<file path="src/rtl/core/sfhc_pkg.sv">
// ----------------------------------------------------------------------------
// sfhc_pkg
// shared types and constants of the solar flow hysteresis controller
// ----------------------------------------------------------------------------
package sfhc_pkg;

    // field widths
    localparam int unsigned TEMP_W  = 13;
    localparam int unsigned TIME_W  = 32;
    localparam int unsigned MS_W    = 27;
    localparam int unsigned BAND_W  = 10;
    localparam int unsigned RPM_W   = 16;
    localparam int unsigned HOUR_W  = 5;
    localparam int unsigned MASK_W  = 5;
    localparam int unsigned CIDX_W  = 3;
    // width for temperature sums with a band or offset added
    localparam int unsigned SUM_W   = 15;

    typedef logic signed [TEMP_W-1:0] temp_t;
    typedef logic signed [SUM_W-1:0]  sum_t;
    typedef logic [TIME_W-1:0]        time_t;
    typedef logic [MS_W-1:0]          ms_t;
    typedef logic [BAND_W-1:0]        band_t;
    typedef logic [HOUR_W-1:0]        hour_t;
    typedef logic [MASK_W-1:0]        mask_t;
    typedef logic [CIDX_W-1:0]        cidx_t;

    // thresholds
    localparam logic [RPM_W-1:0] RPM_MIN    = 16'd100;
    localparam hour_t            PEAK_START = 5'd16;
    localparam hour_t            PEAK_END   = 5'd21;
    localparam hour_t            DAY_START  = 5'd8;
    localparam hour_t            DAY_END    = 5'd19;

    // presence mask bits
    localparam int unsigned PM_PUMP  = 0;
    localparam int unsigned PM_WATER = 1;
    localparam int unsigned PM_PANEL = 2;
    localparam int unsigned PM_HEAT  = 3;
    localparam int unsigned PM_COOL  = 4;

    typedef enum logic [1:0] {
        DS_UNKNOWN = 2'd0,
        DS_IDLE    = 2'd1,
        DS_FLOWING = 2'd2
    } desired_t;

    typedef enum logic [2:0] {
        RSN_NO_PUMP      = 3'd0,
        RSN_PUMP_OFF     = 3'd1,
        RSN_PEAK         = 3'd2,
        RSN_MISSING_WAIT = 3'd3,
        RSN_MISSING_TOUT = 3'd4,
        RSN_HEAT         = 3'd5,
        RSN_COOL         = 3'd6
    } reason_t;

    // configuration register indexes
    localparam cidx_t CFG_POOL_TOL    = 3'd0;
    localparam cidx_t CFG_SPA_TOL     = 3'd1;
    localparam cidx_t CFG_START_OFS   = 3'd2;
    localparam cidx_t CFG_STOP_OFS    = 3'd3;
    localparam cidx_t CFG_MISS_TOUT   = 3'd4;
    localparam cidx_t CFG_MIN_DWELL   = 3'd5;

    // configuration reset values
    localparam band_t RST_POOL_TOL  = 10'd16;
    localparam band_t RST_SPA_TOL   = 10'd8;
    localparam band_t RST_START_OFS = 10'd64;
    localparam band_t RST_STOP_OFS  = 10'd16;
    localparam ms_t   RST_MISS_TOUT = 27'd300000;
    localparam ms_t   RST_MIN_DWELL = 27'd120000;

    // one poll word as held in the input register
    typedef struct packed {
        time_t  now_ms;
        mask_t  present_mask;
        logic [RPM_W-1:0] pump_rpm;
        hour_t  hour_of_day;
        logic   spa_active;
        temp_t  water_temp;
        temp_t  panel_temp;
        temp_t  heat_target;
        temp_t  cool_target;
    } poll_t;

endpackage

</file>
<file path="src/rtl/core/sfhc_poll_if.sv">
// ----------------------------------------------------------------------------
// sfhc_poll_if
// poll channel: one word of sensor data per handshake
// ----------------------------------------------------------------------------
interface sfhc_poll_if;
    logic                  valid;
    logic                  ready;
    sfhc_pkg::time_t       now_ms;
    sfhc_pkg::mask_t       present_mask;
    logic [15:0]           pump_rpm;
    sfhc_pkg::hour_t       hour_of_day;
    logic                  spa_active;
    sfhc_pkg::temp_t       water_temp;
    sfhc_pkg::temp_t       panel_temp;
    sfhc_pkg::temp_t       heat_target;
    sfhc_pkg::temp_t       cool_target;

    modport source (
        output valid, now_ms, present_mask, pump_rpm, hour_of_day, spa_active,
               water_temp, panel_temp, heat_target, cool_target,
        input  ready
    );
    modport sink (
        input  valid, now_ms, present_mask, pump_rpm, hour_of_day, spa_active,
               water_temp, panel_temp, heat_target, cool_target,
        output ready
    );
endinterface

</file>
<file path="src/rtl/core/sfhc_result_if.sv">
// ----------------------------------------------------------------------------
// sfhc_result_if
// result channel: one decision word per handshake
// ----------------------------------------------------------------------------
interface sfhc_result_if;
    logic       valid;
    logic       ready;
    logic       flow_on;
    logic       flow_changed;
    logic [1:0] desired_flow;
    logic [2:0] decision_reason;

    modport source (
        output valid, flow_on, flow_changed, desired_flow, decision_reason,
        input  ready
    );
    modport sink (
        input  valid, flow_on, flow_changed, desired_flow, decision_reason,
        output ready
    );
endinterface

</file>
<file path="src/rtl/core/sfhc_cfg_if.sv">
// ----------------------------------------------------------------------------
// sfhc_cfg_if
// configuration write channel: register index and data per word
// ----------------------------------------------------------------------------
interface sfhc_cfg_if;
    logic                  valid;
    logic                  ready;
    sfhc_pkg::cidx_t       wr_index;
    logic [26:0]           wr_data;

    modport source (
        output valid, wr_index, wr_data,
        input  ready
    );
    modport sink (
        input  valid, wr_index, wr_data,
        output ready
    );
endinterface

</file>
<file path="src/rtl/core/solar_flow_hysteresis_controller.sv">
// ----------------------------------------------------------------------------
// solar_flow_hysteresis_controller
// path: a poll word is held in the input register, then moves into the result register
// throughput: one poll word per cycle unless the result side stalls; the decision
//   and the state update are done in one pass between the input and result registers
// reset: asynchronous, active low; clears flow state, desired state, timers
//   and the configuration registers to their defaults
// ----------------------------------------------------------------------------
module solar_flow_hysteresis_controller (
    input  logic          clk,
    input  logic          rst_n,
    sfhc_poll_if.sink     poll,
    sfhc_result_if.source result,
    sfhc_cfg_if.sink      cfg
);

    // ------------------------------------------------------------------
    // configuration registers
    // ------------------------------------------------------------------
    sfhc_pkg::band_t pool_tol_reg;
    sfhc_pkg::band_t spa_tol_reg;
    sfhc_pkg::band_t start_ofs_reg;
    sfhc_pkg::band_t stop_ofs_reg;
    sfhc_pkg::ms_t   miss_tout_reg;
    sfhc_pkg::ms_t   min_dwell_reg;

    // configuration writes are always taken
    assign cfg.ready = 1'b1;

    always_ff @(posedge clk or negedge rst_n)
    begin
        if (!rst_n)
        begin
            pool_tol_reg  <= sfhc_pkg::RST_POOL_TOL;
            spa_tol_reg   <= sfhc_pkg::RST_SPA_TOL;
            start_ofs_reg <= sfhc_pkg::RST_START_OFS;
            stop_ofs_reg  <= sfhc_pkg::RST_STOP_OFS;
            miss_tout_reg <= sfhc_pkg::RST_MISS_TOUT;
            min_dwell_reg <= sfhc_pkg::RST_MIN_DWELL;
        end
        else if (cfg.valid)
        begin
            case (cfg.wr_index)
                sfhc_pkg::CFG_POOL_TOL:  pool_tol_reg  <= cfg.wr_data[9:0];
                sfhc_pkg::CFG_SPA_TOL:   spa_tol_reg   <= cfg.wr_data[9:0];
                sfhc_pkg::CFG_START_OFS: start_ofs_reg <= cfg.wr_data[9:0];
                sfhc_pkg::CFG_STOP_OFS:  stop_ofs_reg  <= cfg.wr_data[9:0];
                sfhc_pkg::CFG_MISS_TOUT: miss_tout_reg <= cfg.wr_data;
                sfhc_pkg::CFG_MIN_DWELL: min_dwell_reg <= cfg.wr_data;
                default: ;  // indexes past the list are ignored
            endcase
        end
    end

    // ------------------------------------------------------------------
    // handshake: input register feeds the result register
    // ------------------------------------------------------------------
    logic            in_valid_reg;
    sfhc_pkg::poll_t in_word_reg;
    logic            out_valid_reg;
    logic            advance;   // input register moves into result register
    logic            take;      // poll word accepted

    // result register frees up when empty or being taken this cycle
    assign advance     = in_valid_reg && (!out_valid_reg || result.ready);
    assign poll.ready  = !in_valid_reg || advance;
    assign take        = poll.valid && poll.ready;

    always_ff @(posedge clk or negedge rst_n)
    begin
        if (!rst_n)
        begin
            in_valid_reg  <= 1'b0;
            out_valid_reg <= 1'b0;
        end
        else
        begin
            if (take)
                in_valid_reg <= 1'b1;
            else if (advance)
                in_valid_reg <= 1'b0;

            if (advance)
                out_valid_reg <= 1'b1;
            else if (result.ready)
                out_valid_reg <= 1'b0;
        end
    end

    always_ff @(posedge clk)
    begin
        if (take)
        begin
            in_word_reg.now_ms       <= poll.now_ms;
            in_word_reg.present_mask <= poll.present_mask;
            in_word_reg.pump_rpm     <= poll.pump_rpm;
            in_word_reg.hour_of_day  <= poll.hour_of_day;
            in_word_reg.spa_active   <= poll.spa_active;
            in_word_reg.water_temp   <= poll.water_temp;
            in_word_reg.panel_temp   <= poll.panel_temp;
            in_word_reg.heat_target  <= poll.heat_target;
            in_word_reg.cool_target  <= poll.cool_target;
        end
    end

    // ------------------------------------------------------------------
    // controller state
    // ------------------------------------------------------------------
    logic               flow_state_reg,   flow_state_next;
    sfhc_pkg::desired_t desired_reg,      desired_next;
    sfhc_pkg::time_t    dchg_time_reg,    dchg_time_next;
    logic               miss_active_reg,  miss_active_next;
    sfhc_pkg::time_t    miss_start_reg,   miss_start_next;
    sfhc_pkg::reason_t  reason;

    // ------------------------------------------------------------------
    // decision logic
    // ------------------------------------------------------------------
    sfhc_pkg::mask_t    mask;
    logic               spa;
    sfhc_pkg::hour_t    hour;
    sfhc_pkg::time_t    now;
    sfhc_pkg::sum_t     water_s, panel_s, heat_s, cool_s;
    sfhc_pkg::sum_t     tol_s, ofs_s, lim_s, minp_s, maxp_s;
    logic               is_peak, is_day, all_present;
    sfhc_pkg::time_t    miss_elapsed, dwell_elapsed, miss_start_eff, dchg_eff;
    sfhc_pkg::desired_t want;
    logic               force_idle;   // flow state goes idle
    logic               apply_want;   // dwell satisfied, take the wanted state

    always_comb
    begin
        mask = in_word_reg.present_mask;
        spa  = in_word_reg.spa_active;
        hour = in_word_reg.hour_of_day;
        now  = in_word_reg.now_ms;

        // widen temperatures so band and offset sums cannot overflow
        water_s = sfhc_pkg::sum_t'(in_word_reg.water_temp);
        panel_s = sfhc_pkg::sum_t'(in_word_reg.panel_temp);
        heat_s  = sfhc_pkg::sum_t'(in_word_reg.heat_target);
        cool_s  = sfhc_pkg::sum_t'(in_word_reg.cool_target);

        tol_s = sfhc_pkg::sum_t'({5'd0, spa ? spa_tol_reg : pool_tol_reg});
        ofs_s = sfhc_pkg::sum_t'({5'd0, flow_state_reg ? stop_ofs_reg : start_ofs_reg});

        // heating: band around the target widens once flowing
        lim_s  = flow_state_reg ? (heat_s + tol_s) : (heat_s - tol_s);
        minp_s = water_s + ofs_s;
        // cooling: panel must sit below the water by the offset
        maxp_s = water_s - ofs_s;

        is_peak     = !spa && (hour >= sfhc_pkg::PEAK_START) && (hour < sfhc_pkg::PEAK_END);
        is_day      = (hour >= sfhc_pkg::DAY_START) && (hour <= sfhc_pkg::DAY_END);
        all_present = mask[sfhc_pkg::PM_WATER] && mask[sfhc_pkg::PM_PANEL]
                      && mask[sfhc_pkg::PM_HEAT];

        // missing-data timer starts on the first poll with data missing
        miss_start_eff = miss_active_reg ? miss_start_reg : now;
        miss_elapsed   = now - miss_start_eff;

        if (spa || is_day)
        begin
            if (water_s >= lim_s)
                want = sfhc_pkg::DS_IDLE;
            else
                want = (panel_s >= minp_s) ? sfhc_pkg::DS_FLOWING : sfhc_pkg::DS_IDLE;
        end
        else
        begin
            if (!mask[sfhc_pkg::PM_COOL] || (water_s <= cool_s))
                want = sfhc_pkg::DS_IDLE;
            else
                want = (panel_s <= maxp_s) ? sfhc_pkg::DS_FLOWING : sfhc_pkg::DS_IDLE;
        end

        // dwell restarts whenever the wanted state differs from the held one
        dchg_eff      = (want != desired_reg) ? now : dchg_time_reg;
        dwell_elapsed = now - dchg_eff;

        desired_next     = desired_reg;
        dchg_time_next   = dchg_time_reg;
        miss_active_next = miss_active_reg;
        miss_start_next  = miss_start_reg;
        force_idle       = 1'b0;
        apply_want       = 1'b0;

        if (!mask[sfhc_pkg::PM_PUMP])
        begin
            reason = sfhc_pkg::RSN_NO_PUMP;
        end
        else if (in_word_reg.pump_rpm < sfhc_pkg::RPM_MIN)
        begin
            reason     = sfhc_pkg::RSN_PUMP_OFF;
            force_idle = 1'b1;
        end
        else if (is_peak)
        begin
            reason     = sfhc_pkg::RSN_PEAK;
            force_idle = 1'b1;
        end
        else if (!all_present)
        begin
            miss_active_next = 1'b1;
            miss_start_next  = miss_start_eff;
            if (miss_elapsed >= {5'd0, miss_tout_reg})
            begin
                reason     = sfhc_pkg::RSN_MISSING_TOUT;
                force_idle = 1'b1;
            end
            else
            begin
                reason = sfhc_pkg::RSN_MISSING_WAIT;
            end
        end
        else
        begin
            miss_active_next = 1'b0;
            miss_start_next  = '0;
            reason           = (spa || is_day) ? sfhc_pkg::RSN_HEAT : sfhc_pkg::RSN_COOL;
            desired_next     = want;
            dchg_time_next   = dchg_eff;
            apply_want       = (dwell_elapsed >= {5'd0, min_dwell_reg});
        end

        if (force_idle)
            flow_state_next = 1'b0;
        else if (apply_want)
            flow_state_next = (want == sfhc_pkg::DS_FLOWING);
        else
            flow_state_next = flow_state_reg;
    end

    // state moves only when a poll word passes into the result register
    always_ff @(posedge clk or negedge rst_n)
    begin
        if (!rst_n)
        begin
            flow_state_reg  <= 1'b0;
            desired_reg     <= sfhc_pkg::DS_UNKNOWN;
            dchg_time_reg   <= '0;
            miss_active_reg <= 1'b0;
            miss_start_reg  <= '0;
        end
        else if (advance)
        begin
            flow_state_reg  <= flow_state_next;
            desired_reg     <= desired_next;
            dchg_time_reg   <= dchg_time_next;
            miss_active_reg <= miss_active_next;
            miss_start_reg  <= miss_start_next;
        end
    end

    // ------------------------------------------------------------------
    // result register
    // ------------------------------------------------------------------
    logic              flow_on_reg;
    logic              flow_changed_reg;
    sfhc_pkg::desired_t desired_out_reg;
    sfhc_pkg::reason_t reason_reg;

    always_ff @(posedge clk)
    begin
        if (advance)
        begin
            flow_on_reg      <= flow_state_next;
            flow_changed_reg <= flow_state_next != flow_state_reg;
            desired_out_reg  <= desired_next;
            reason_reg       <= reason;
        end
    end

    assign result.valid           = out_valid_reg;
    assign result.flow_on         = flow_on_reg;
    assign result.flow_changed    = flow_changed_reg;
    assign result.desired_flow    = desired_out_reg;
    assign result.decision_reason = reason_reg;

endmodule
</file>
<file path="src/flat_wrapper.sv">
// flat-port wrapper written by rule: the top's interface ports become plain ports
module solar_flow_hysteresis_controller_flat 
  (clk, rst_n, poll_valid, poll_now_ms, poll_present_mask, poll_pump_rpm, poll_hour_of_day, poll_spa_active, poll_water_temp, poll_panel_temp, poll_heat_target, poll_cool_target, poll_ready, result_valid, result_flow_on, result_flow_changed, result_desired_flow, result_decision_reason, result_ready, cfg_valid, cfg_wr_index, cfg_wr_data, cfg_ready);
  sfhc_poll_if poll_i ();
  sfhc_result_if result_i ();
  sfhc_cfg_if cfg_i ();
  input  logic clk;
  input  logic rst_n;
  input wire logic [$bits(poll_i.valid)-1:0] poll_valid;
  input wire logic [$bits(poll_i.now_ms)-1:0] poll_now_ms;
  input wire logic [$bits(poll_i.present_mask)-1:0] poll_present_mask;
  input wire logic [$bits(poll_i.pump_rpm)-1:0] poll_pump_rpm;
  input wire logic [$bits(poll_i.hour_of_day)-1:0] poll_hour_of_day;
  input wire logic [$bits(poll_i.spa_active)-1:0] poll_spa_active;
  input wire logic [$bits(poll_i.water_temp)-1:0] poll_water_temp;
  input wire logic [$bits(poll_i.panel_temp)-1:0] poll_panel_temp;
  input wire logic [$bits(poll_i.heat_target)-1:0] poll_heat_target;
  input wire logic [$bits(poll_i.cool_target)-1:0] poll_cool_target;
  output wire logic [$bits(poll_i.ready)-1:0] poll_ready;
  output wire logic [$bits(result_i.valid)-1:0] result_valid;
  output wire logic [$bits(result_i.flow_on)-1:0] result_flow_on;
  output wire logic [$bits(result_i.flow_changed)-1:0] result_flow_changed;
  output wire logic [$bits(result_i.desired_flow)-1:0] result_desired_flow;
  output wire logic [$bits(result_i.decision_reason)-1:0] result_decision_reason;
  input wire logic [$bits(result_i.ready)-1:0] result_ready;
  input wire logic [$bits(cfg_i.valid)-1:0] cfg_valid;
  input wire logic [$bits(cfg_i.wr_index)-1:0] cfg_wr_index;
  input wire logic [$bits(cfg_i.wr_data)-1:0] cfg_wr_data;
  output wire logic [$bits(cfg_i.ready)-1:0] cfg_ready;
  assign poll_i.valid = poll_valid;
  assign poll_i.now_ms = poll_now_ms;
  assign poll_i.present_mask = poll_present_mask;
  assign poll_i.pump_rpm = poll_pump_rpm;
  assign poll_i.hour_of_day = poll_hour_of_day;
  assign poll_i.spa_active = poll_spa_active;
  assign poll_i.water_temp = poll_water_temp;
  assign poll_i.panel_temp = poll_panel_temp;
  assign poll_i.heat_target = poll_heat_target;
  assign poll_i.cool_target = poll_cool_target;
  assign poll_ready = poll_i.ready;
  assign result_valid = result_i.valid;
  assign result_flow_on = result_i.flow_on;
  assign result_flow_changed = result_i.flow_changed;
  assign result_desired_flow = result_i.desired_flow;
  assign result_decision_reason = result_i.decision_reason;
  assign result_i.ready = result_ready;
  assign cfg_i.valid = cfg_valid;
  assign cfg_i.wr_index = cfg_wr_index;
  assign cfg_i.wr_data = cfg_wr_data;
  assign cfg_ready = cfg_i.ready;
  solar_flow_hysteresis_controller u_core (.clk(clk), .rst_n(rst_n), .poll(poll_i), .result(result_i), .cfg(cfg_i));
endmodule
</file>
<file path="config.mk">
export PLATFORM = sky130hd
export DESIGN_NAME = solar_flow_hysteresis_controller_flat
export DESIGN_NICKNAME = d
export VERILOG_FILES = /design/src/rtl/core/sfhc_pkg.sv /design/src/rtl/core/sfhc_poll_if.sv /design/src/rtl/core/sfhc_result_if.sv /design/src/rtl/core/sfhc_cfg_if.sv /design/src/rtl/core/solar_flow_hysteresis_controller.sv /design/src/flat_wrapper.sv
export SDC_FILE = /design/constraint.sdc
export NUM_CORES = 1
export LEC_CHECK = 0
export BUFFER_PORTS_ARGS = -buffer_cell sky130_fd_sc_hd__buf_4
export CAP_MARGIN = 20
export CORE_UTILIZATION = 50
export DETAILED_ROUTE_END_ITERATION = 6
export HOLD_SLACK_MARGIN = 0.15
export PLACE_DENSITY = 0.69
export SYNTH_ARGS = -nofsm -noshare
export SYNTH_HDL_FRONTEND = slang
export SYNTH_SLANG_ARGS = --single-unit
export TNS_END_PERCENT = 1
</file>
<file path="constraint.sdc">
create_clock -name clk -period 11.8 [get_ports clk]
set_input_delay 0.59 -clock clk [delete_from_list [all_inputs] [get_ports clk]]
set_output_delay 0.59 -clock clk [all_outputs]
set_load 0.02 [all_outputs]
</file>
==> results of run 1 <==
-- worst register-to-register path: cells and delay by family (launching register included) --
kind | cells | cell delay, ps
AOI/OAI and AO/OA | 31 | 5910
adders and majority gates | 6 | 1680
and+or+nand+nor | 7 | 1240
muxes | 3 | 960
xor gates and xnor gates | 3 | 580
DFF | 1 | 430
buffers and inverters | 1 | 60
-- cells in the final DEF (no fill, tap or decap), drive strengths merged, types with 26 or more instances in the layout --
master,netlist,routed
ha,206,206
inv,130,132
mux2i,83,83
edfxtp,116,116
o21ai,85,85
clkbuf,47,47
a21o,60,60
a21oi,122,122
nand2,129,129
buf,11,168
o31ai,36,36
mux2,104,104
dfrtp,145,145
nor2,80,80
xnor2,64,64
nand2b,26,26
-- power groups by stage --
stage               Sequential, mW  Clock [mW]  Combinational, mW
finish                        1.34        1.02               2.99
global route                  1.36        1.09               3.35
CTS                           1.34        1.05               2.95
detailed placement            1.36           0               2.93
global placement              1.35           0               2.85
floorplan                     1.32           0               2.26
-- kinds of logic after synthesis --
group,after synthesis
AOI/OAI and AO/OA,436
and+or+nand+nor,361
DFF,280
adders and majority gates,211
buffers and inverters,188
muxes,187
xor gates and xnor gates,88
other,1
-- metal layers --
layer / vias to the layer above / global-route usage, %
met3: 75 / 3.36
met1: 6414 / 31.1
met5: - / 0
met2: 287 / 38.3
met4: 0 / 9.90
li1: 6670 / -
-- worst max path at each step --
stage,to,slack [ps]
global placement,u_core.result.flow_changed$_DFFE_PP_,740
global route,u_core.result.flow_changed$_DFFE_PP_,30
finish,u_core.result.flow_changed$_DFFE_PP_,650
CTS,u_core.result.flow_changed$_DFFE_PP_,450
floorplan,u_core.result.flow_changed$_DFFE_PP_,1570
detailed placement,u_core.result.flow_changed$_DFFE_PP_,510
-- area by class of cell --
| cell class | count | area [um^2] | share of cell area [%] |
|---|---|---|---|
| Clock inverter | 14 | 111 | 0.526 |
| Clock buffer | 47 | 982 | 4.64 |
| Sequential cell | 280 | 7610 | 36.0 |
| Timing Repair Buffer | 169 | 1330 | 6.27 |
| Multi-Input combinational cell | 1284 | 10100 | 47.6 |
| Inverter | 130 | 488 | 2.31 |
| Tap cell | 461 | 577 | 2.72 |
-- repair_timing --
item                                   CTS  global route
gates resized for setup                  0             8
hold buffers                             0             1
endpoints found under the hold margin    0            15
setup endpoints to repair                0             3
-- through the flow --
| step | setup WS, ps | utilization [%] | hold WS (ps) | total power, mW |
|---|---|---|---|---|
| CTS | 448 | 58.8 | 193 | 5.34 |
| detailed placement | 510 | 55.7 | 467 | 4.29 |
| finish | 653 | 59.1 | 226 | 5.35 |
| global route | 28.9 | 59.1 | 209 | 5.80 |
| global placement | 743 | 55.7 | 459 | 4.20 |
| floorplan | 1570 | - | 294 | 3.58 |
==> summary.txt, run 1 <==
Outcome
  • Status: completed

Setup path
  • RR Endpoint: u_core.result.flow_changed$_DFFE_PP_
  • FF-to-FF Start: u_core.spa$_DFFE_PP_
  • Endpoint class of the critical path: flop
  • WP data required: 12080 ps
  • Critical path launch point type: flop
  • Cell depth of the worst setup path: 51
  • Flop2flop setup slack: 650 ps
  • Slowest stage delay, CP: about 430 ps
  • CP delay by family, top: compound AO/OA/AOI/OAI gates
  • Reg2reg path depth: 51
  • Critical path class: reg -> reg
  • Arrival time at the worst endpoint: roughly 11000 ps
  • Largest fanout on the critical path: 8
  • Crit path from: u_core.spa$_DFFE_PP_
  • Critical path buffer and inverter count: 1
  • CP max stage cell: edfxtp_1

Finish
  • FILL cells: a little under 3k
  • Share of cells above drive strength 1: between 10% and 20%
  • # diodes: 0
  • Max reg flops: 40
  • Final instance area: 0.0212 mm^2
  • Nets: 2256
  • Layout Cells excl Fill: 2385
  • Area grow syn2layout: 15.3%

Clock tree
  • Post-CTS setup buffers: 0
  • CTS root buffer: clkbuf_16
  • H-tree depth: 2
  • CTS max path bufs: 3
  • Total CTS buffers: 34
  • Clock Sinks: 280
  • Reg clk slew, reported paths: 60 ps
  • Skew-Pair Late Insertion Delay: 540 ps
  • CTS tree: yes

Worst hold path
  • Min-Delay Path Class: in -> reg
  • WHS Path Cells: 1
  • Worst Hold End: u_core.in_word_reg[41]$_DFFE_PP_
  • Hold path start: poll_water_temp[2]

Placement
  • Cells after DPL: 2321
  • RD Place Congestion: 0.919
  • DP HPWL: 32800 um
  • DP Area: approximately 0.020 mm^2
  • I/O Buffers: 152

Power and ir drop
  • Switching share of power: 41.2%
  • Leakage Power: 9.76 nW
  • Clock share of power: approximately a fifth
  • NetSw: 2.20 mW
  • IR drop worst, VDD: roughly 0.13 mV
  • Pint: 3.15 mW
  • Combinational share of power: 55.9%
  • PD cells: between 200 and 300 mW/mm^2
  • Seq pwr share: 25.1%

Detailed routing
  • Routed wl met2: approximately 20000 um
  • Residual DRC count: 0
  • Top Metal Used: met4
  • Routed wl met3: 1900 um
  • Routed via count: 13.4k
  • Detailed Route Iter0 Violations: 591
  • Routed length on met1: 19900 um
  • Pre-Repair DR Iteration Count: 5
  • Vias per cell: 5.64
  • Drt wl/cell: 18.2 um
  • Final WL: 43300 um
  • Antenna viol nets, final: 0

STA
  • Total Neg Setup Slack: 0 ps
  • Final hold violation count: 0
  • Final period util: between 90% and 100%
  • RSZ-0062 raised after global routing: false
  • Least-Margin Pin Slew: 784 ps
  • Skew final: 14.7 ps
  • Fmax: around 90 MHz
  • Clock period minus final worst setup slack: 11150 ps
  • Pins Over Slew Limit: 0
  • Slew margin rel.: 47.0%
  • Final Setup Violations: 0

Synthesis
  • Mux contribution to synthesized area: a little over a tenth
  • Synth cell types: 72
  • Synth Flop Type: dfrtp_1
  • Seq cells post-synth: 280
  • Mapped Area: 0.0184 mm^2
  • Main combinational cell family by area after synthesis: compound AO/OA/AOI/OAI gates
  • Post-synthesis xor/xnor area fraction: about 4.2%
  • Post-Synth Adder-Cell Area: 14.6%
  • Synth top cells by count: ha_1 (206), dfrtp_1 (145), inv_1 (130)
  • Post-Synth Simple-Gate Area: about a tenth
  • Area share of the largest cell type after synthesis: 19.8%
  • Post-synth ARST share: 58.6%
  • Mean Syn Cell Area: around 10 um^2
  • Cell with the most instances after synthesis: ha_1
  • Post-synth top area cell: dfrtp_1
  • YS warnings: 0
  • Compound-Gate Fraction of Synth Area: 15.4%
  • Ranking of synthesized cells by area: dfrtp_1 (20%), edfxtp_1 (19%), ha_1 (14%)
  • Syn nets: 2109
  • Sequential area share after synthesis: 41.5%
  • Number of synthesized flops with an enable pin: 116
  • Mapped Cells: 1752

Floorplanning
  • Core ar.: 0.0358 mm^2
  • IO Count: 156
  • Die Y: 194 um
  • Area of the die: 0.0375 mm^2
  • Row count: 69
  • Initial core utilization: 51.2%
  • Die W: 194 um

GRT
  • First-pass GRT wire length: 69600 um
  • Antenna violations before repair: 0
  • Gr ovfl total: 0
  • Vias in the first global route: 13.5k
  • Largest net degree at the start of global routing: 107
  • Total GRT Usage: a little under a quarter

Run
  • Max_cap viols: 0
No activity file was read; power rests on OpenSTA's default activity.
==> run 2, diff against run 1 <==
--- a/config.mk
+++ b/config.mk
@@ -5,6 +5,7 @@
 export SDC_FILE = /design/constraint.sdc
 export NUM_CORES = 1
 export LEC_CHECK = 0
+export ABC_AREA = 1
 export BUFFER_PORTS_ARGS = -buffer_cell sky130_fd_sc_hd__buf_4
 export CAP_MARGIN = 20
 export CORE_UTILIZATION = 50
==> summary.txt, run 2 <==
Finish
  • Nets: 2616 (was 2256)
  • Most common cell after layout, fill and taps aside: nand2_1 (was ha_1)
  • Area grow syn2layout: 15.5% (was 15.3%)
  • Max reg flops: 40 (unchanged)
  • Layout Cells excl Fill: 2746 (was 2385)
  • Most frequent cells in the layout: nand2_1 (413), inv_1 (318), ha_1 (206), o21ai_0 (203), buf_4 (164) (was ha_1 (206), buf_4 (164), dfrtp_1 (145), inv_1 (130), nand2_1 (129))
  • FILL cells: 3159 (was 2970)
  • Share of cells above drive strength 1: 12.6% (was 18.9%)
  • # diodes: 0 (unchanged)

Worst hold path
  • Min-Delay Path Class: in -> async (was in -> reg)

Synthesis
  • Seq cells post-synth: 280 (unchanged)
  • Ranking of synthesized cells by area: dfrtp_1 (20%), edfxtp_1 (19%), ha_1 (14%) (unchanged)
  • YS warnings: 0 (unchanged)
  • Post-synth ARST share: 58.6% (unchanged)
  • Mean Syn Cell Area: 8.63 um^2 (was 10.5 um^2)
  • Synth top cells by count: nand2_1 (413), inv_1 (319), ha_1 (206) (was ha_1 (206), dfrtp_1 (145), inv_1 (130))
  • Number of synthesized flops with an enable pin: 116 (unchanged)
  • Synth Flop Type: dfrtp_1 (unchanged)
  • Sequential area share after synthesis: 41.9% (was 41.5%)
  • Synth cell types: 56 (was 72)
  • Post-synth top area cell: dfrtp_1 (unchanged)
  • Cell with the most instances after synthesis: nand2_1 (was ha_1)
  • Area share of the largest cell type after synthesis: 20.0% (was 19.8%)
  • Syn nets: 2460 (was 2109)
  • Mapped Cells: 2103 (was 1752)
  • Mapped Area: 0.0182 mm^2 (was 0.0184 mm^2)

Clock tree
  • Reg clk slew, reported paths: 60 ps (about the same)
  • CTS max path bufs: 3 (unchanged)
  • H-tree depth: 2 (unchanged)
  • Clock Sinks: 280 (unchanged)
  • CTS tree: yes (unchanged)
  • Total CTS buffers: 34 (unchanged)
  • Post-CTS Resized: 0 (unchanged)
  • Skew-Pair Late Insertion Delay: 550 ps (was 540 ps)
  • CTS root buffer: clkbuf_16 (unchanged)

Detailed routing
  • Routed via count: 14.6k (was 13.4k)
  • Pre-Repair DR Iteration Count: 7 (was 5)
  • Residual DRC count: 14 (was 0)
  • Drt wl/cell: 16.3 um (was 18.2 um)
  • Detailed Route Iter0 Violations: 821 (was 591)
  • Final WL: 44800 um (was 43300 um)
  • Antenna viol nets, final: 0 (unchanged)
  • Vias per cell: 5.30 (was 5.64)

STA
  • Final Setup Violations: 0 (unchanged)
  • RSZ-0062 raised after global routing: false (unchanged)
  • Fmax: 96.5 MHz (was 89.7 MHz)
  • Skew final: 16.0 ps (was 14.7 ps)
  • Slew margin rel.: 35.2% (was 47.0%)
  • Final hold violation count: 0 (unchanged)
  • Clock period minus final worst setup slack: 10370 ps (was 11150 ps)
  • Total Neg Setup Slack: 0 ps (unchanged)
  • Pins Over Slew Limit: 0 (unchanged)
  • Final period util: 87.9% (was 94.5%)
  • Least-Margin Pin Slew: 972 ps (was 784 ps)

Floorplanning
  • Area of the die: 0.0371 mm^2 (was 0.0375 mm^2)
  • Die W: 193 um (was 194 um)
  • Row count: 69 (unchanged)
  • Initial core utilization: 50.9% (was 51.2%)
  • Core ar.: 0.0357 mm^2 (was 0.0358 mm^2)
  • Die Y: 193 um (was 194 um)
  • IO Count: 156 (unchanged)

GRT
  • Gr ovfl total: 0 (unchanged)
  • Total GRT Usage: 24.8% (was 23.4%)
  • First-pass GRT wire length: 71000 um (was 69600 um)
  • Antenna violations before repair: 0 (unchanged)
  • Vias in the first global route: 14.0k (was 13.5k)
  • Largest net degree at the start of global routing: 88 (was 107)

Setup path
  • Endpoint class of the critical path: flop (unchanged)
  • Arrival time at the worst endpoint: 10670 ps (was 11430 ps)
  • CP max stage cell: inv_1 (was edfxtp_1)
  • WP data required: 12100 ps (was 12080 ps)
  • Most used cell, CP: nand2_1
  • Largest fanout on the critical path: 22 (was 8)
  • Critical path launch point type: flop (unchanged)
  • Slowest stage delay, CP: 420 ps (was 430 ps)
  • Critical path class: reg -> reg (unchanged)

Power and ir drop
  • Pint: 2.98 mW (was 3.15 mW)
  • PD cells: 249 mW/mm^2 (was 253 mW/mm^2)
  • Leakage Power: 10.3 nW (was 9.76 nW)
  • IR drop worst, VDD: 0.151 mV (was 0.126 mV)
  • Combinational share of power: 54.1% (was 55.9%)
  • NetSw: 2.23 mW (was 2.20 mW)
  • Clock share of power: 19.9% (was 19.0%)
  • Switching share of power: 42.8% (was 41.2%)
  • Seq pwr share: 26.0% (was 25.1%)

Outcome
  • Status: finished, violations left (was completed)
  • Failing checks: DRC

Placement
  • RD Place Congestion: 0.908 (was 0.919)
  • DP HPWL: 34600 um (was 32800 um)
  • I/O Buffers: 152 (unchanged)
  • Cells after DPL: 2680 (was 2321)

Run
  • Max_cap viols: 0 (unchanged)
[run 2: repair_timing]
action / in CTS / in global routing
setup buffers: 0 / 3
endpoints found under the setup margin: 0 / 2
hold buffers: 0 / 0
[run 2: through the flow]
step	cell area (um^2)	util, %	total power, mW	hold WS (ps)	worst slack [ps]
6_report	21000	58.8	5.21	119	1430
2_1_floorplan	18200	-	3.50	294	2760
4_1_cts	20900	58.6	5.23	160	1080
3_3_place_gp	19800	55.4	4.04	459	1370
3_5_place_dp	19800	55.5	4.16	467	1130
5_1_grt	21000	58.8	5.71	192	420
[run 2: critical path: cells and delay by family, from the launching register on]
| family | cells | cell delay (ps) |
|---|---|---|
| flip-flops | 1 | 400 |
| adder cells (fa/ha/maj) | 5 | 1500 |
| XOR/XNOR | 3 | 490 |
| buffers and inverters | 4 | 640 |
| AO/OA/AOI/OAI | 17 | 2620 |
| AND/OR/NAND/NOR | 42 | 4430 |
[run 2: power groups by stage]
stage | logic, mW | registers (mW) | clock network, mW
6_report | 2.82 | 1.35 | 1.04
5_1_grt | 3.24 | 1.37 | 1.09
4_1_cts | 2.81 | 1.36 | 1.06
3_5_place_dp | 2.79 | 1.37 | 0
3_3_place_gp | 2.68 | 1.36 | 0
2_1_floorplan | 2.17 | 1.34 | 0
[run 2: layer usage]
layer  up-vias  share of wire (%)  track usage (%)
li1       7378                  -                -
met1      6788                 46             32.9
met2       325                 47             41.4
met3        75                4.1             3.66
met4         0                2.8             8.03
met5         -                  0                0
[run 2: path summary, 6_finish.rpt]
| path | depth (start not counted) | slack, ps | end | from |
|---|---|---|---|---|
| setup / recovery | 71 | 1430 | u_core.result.flow_changed$_DFFE_PP_ | u_core.spa$_DFFE_PP_ |
| hold / removal | 1 | 120 | u_core.miss_start_reg[10]$_DFFE_PN0P_ | rst_n |
| setup reg to reg | 71 | 1430 | u_core.result.flow_changed$_DFFE_PP_ | u_core.spa$_DFFE_PP_ |
| hold reg to reg | 2 | 480 | u_core.stop_ofs_reg[3]$_DFFE_PN0P_ | u_core.stop_ofs_reg[3]$_DFFE_PN0P_ |
| max in group asynchronous | 2 | 10140 | u_core.in_valid_reg$_DFFE_PN0P_ | rst_n |
| min in group clk | 1 | 210 | u_core.now[16]$_DFFE_PP_ | poll_now_ms[16] |
[run 2: kinds of logic (layout without fill, tap and decap cells)]
kind of cell	after synthesis	in the layout	synth area share [%]
AND/OR/NAND/NOR	656	656	15.4
AO/OA/AOI/OAI	470	470	14.5
buffers and inverters	369	551	7.71
flip-flops	280	280	41.9
adder cells (fa/ha/maj)	211	211	14.7
XOR/XNOR	97	97	4.68
multiplexers	19	19	1.05
other	1	1	0.0207
[run 2: final cells by class]
type                    count  area, um^2  share of cell area (%)
flip-flops and latches    280        7610                    36.3
repair buffers            167        1300                    6.19
clock buffers              49        1020                    4.87
well taps                 461         577                    2.75
multi-input cells        1454        9150                    43.6
inverters                 322        1210                    5.78
clock inverters            13        96.3                   0.460
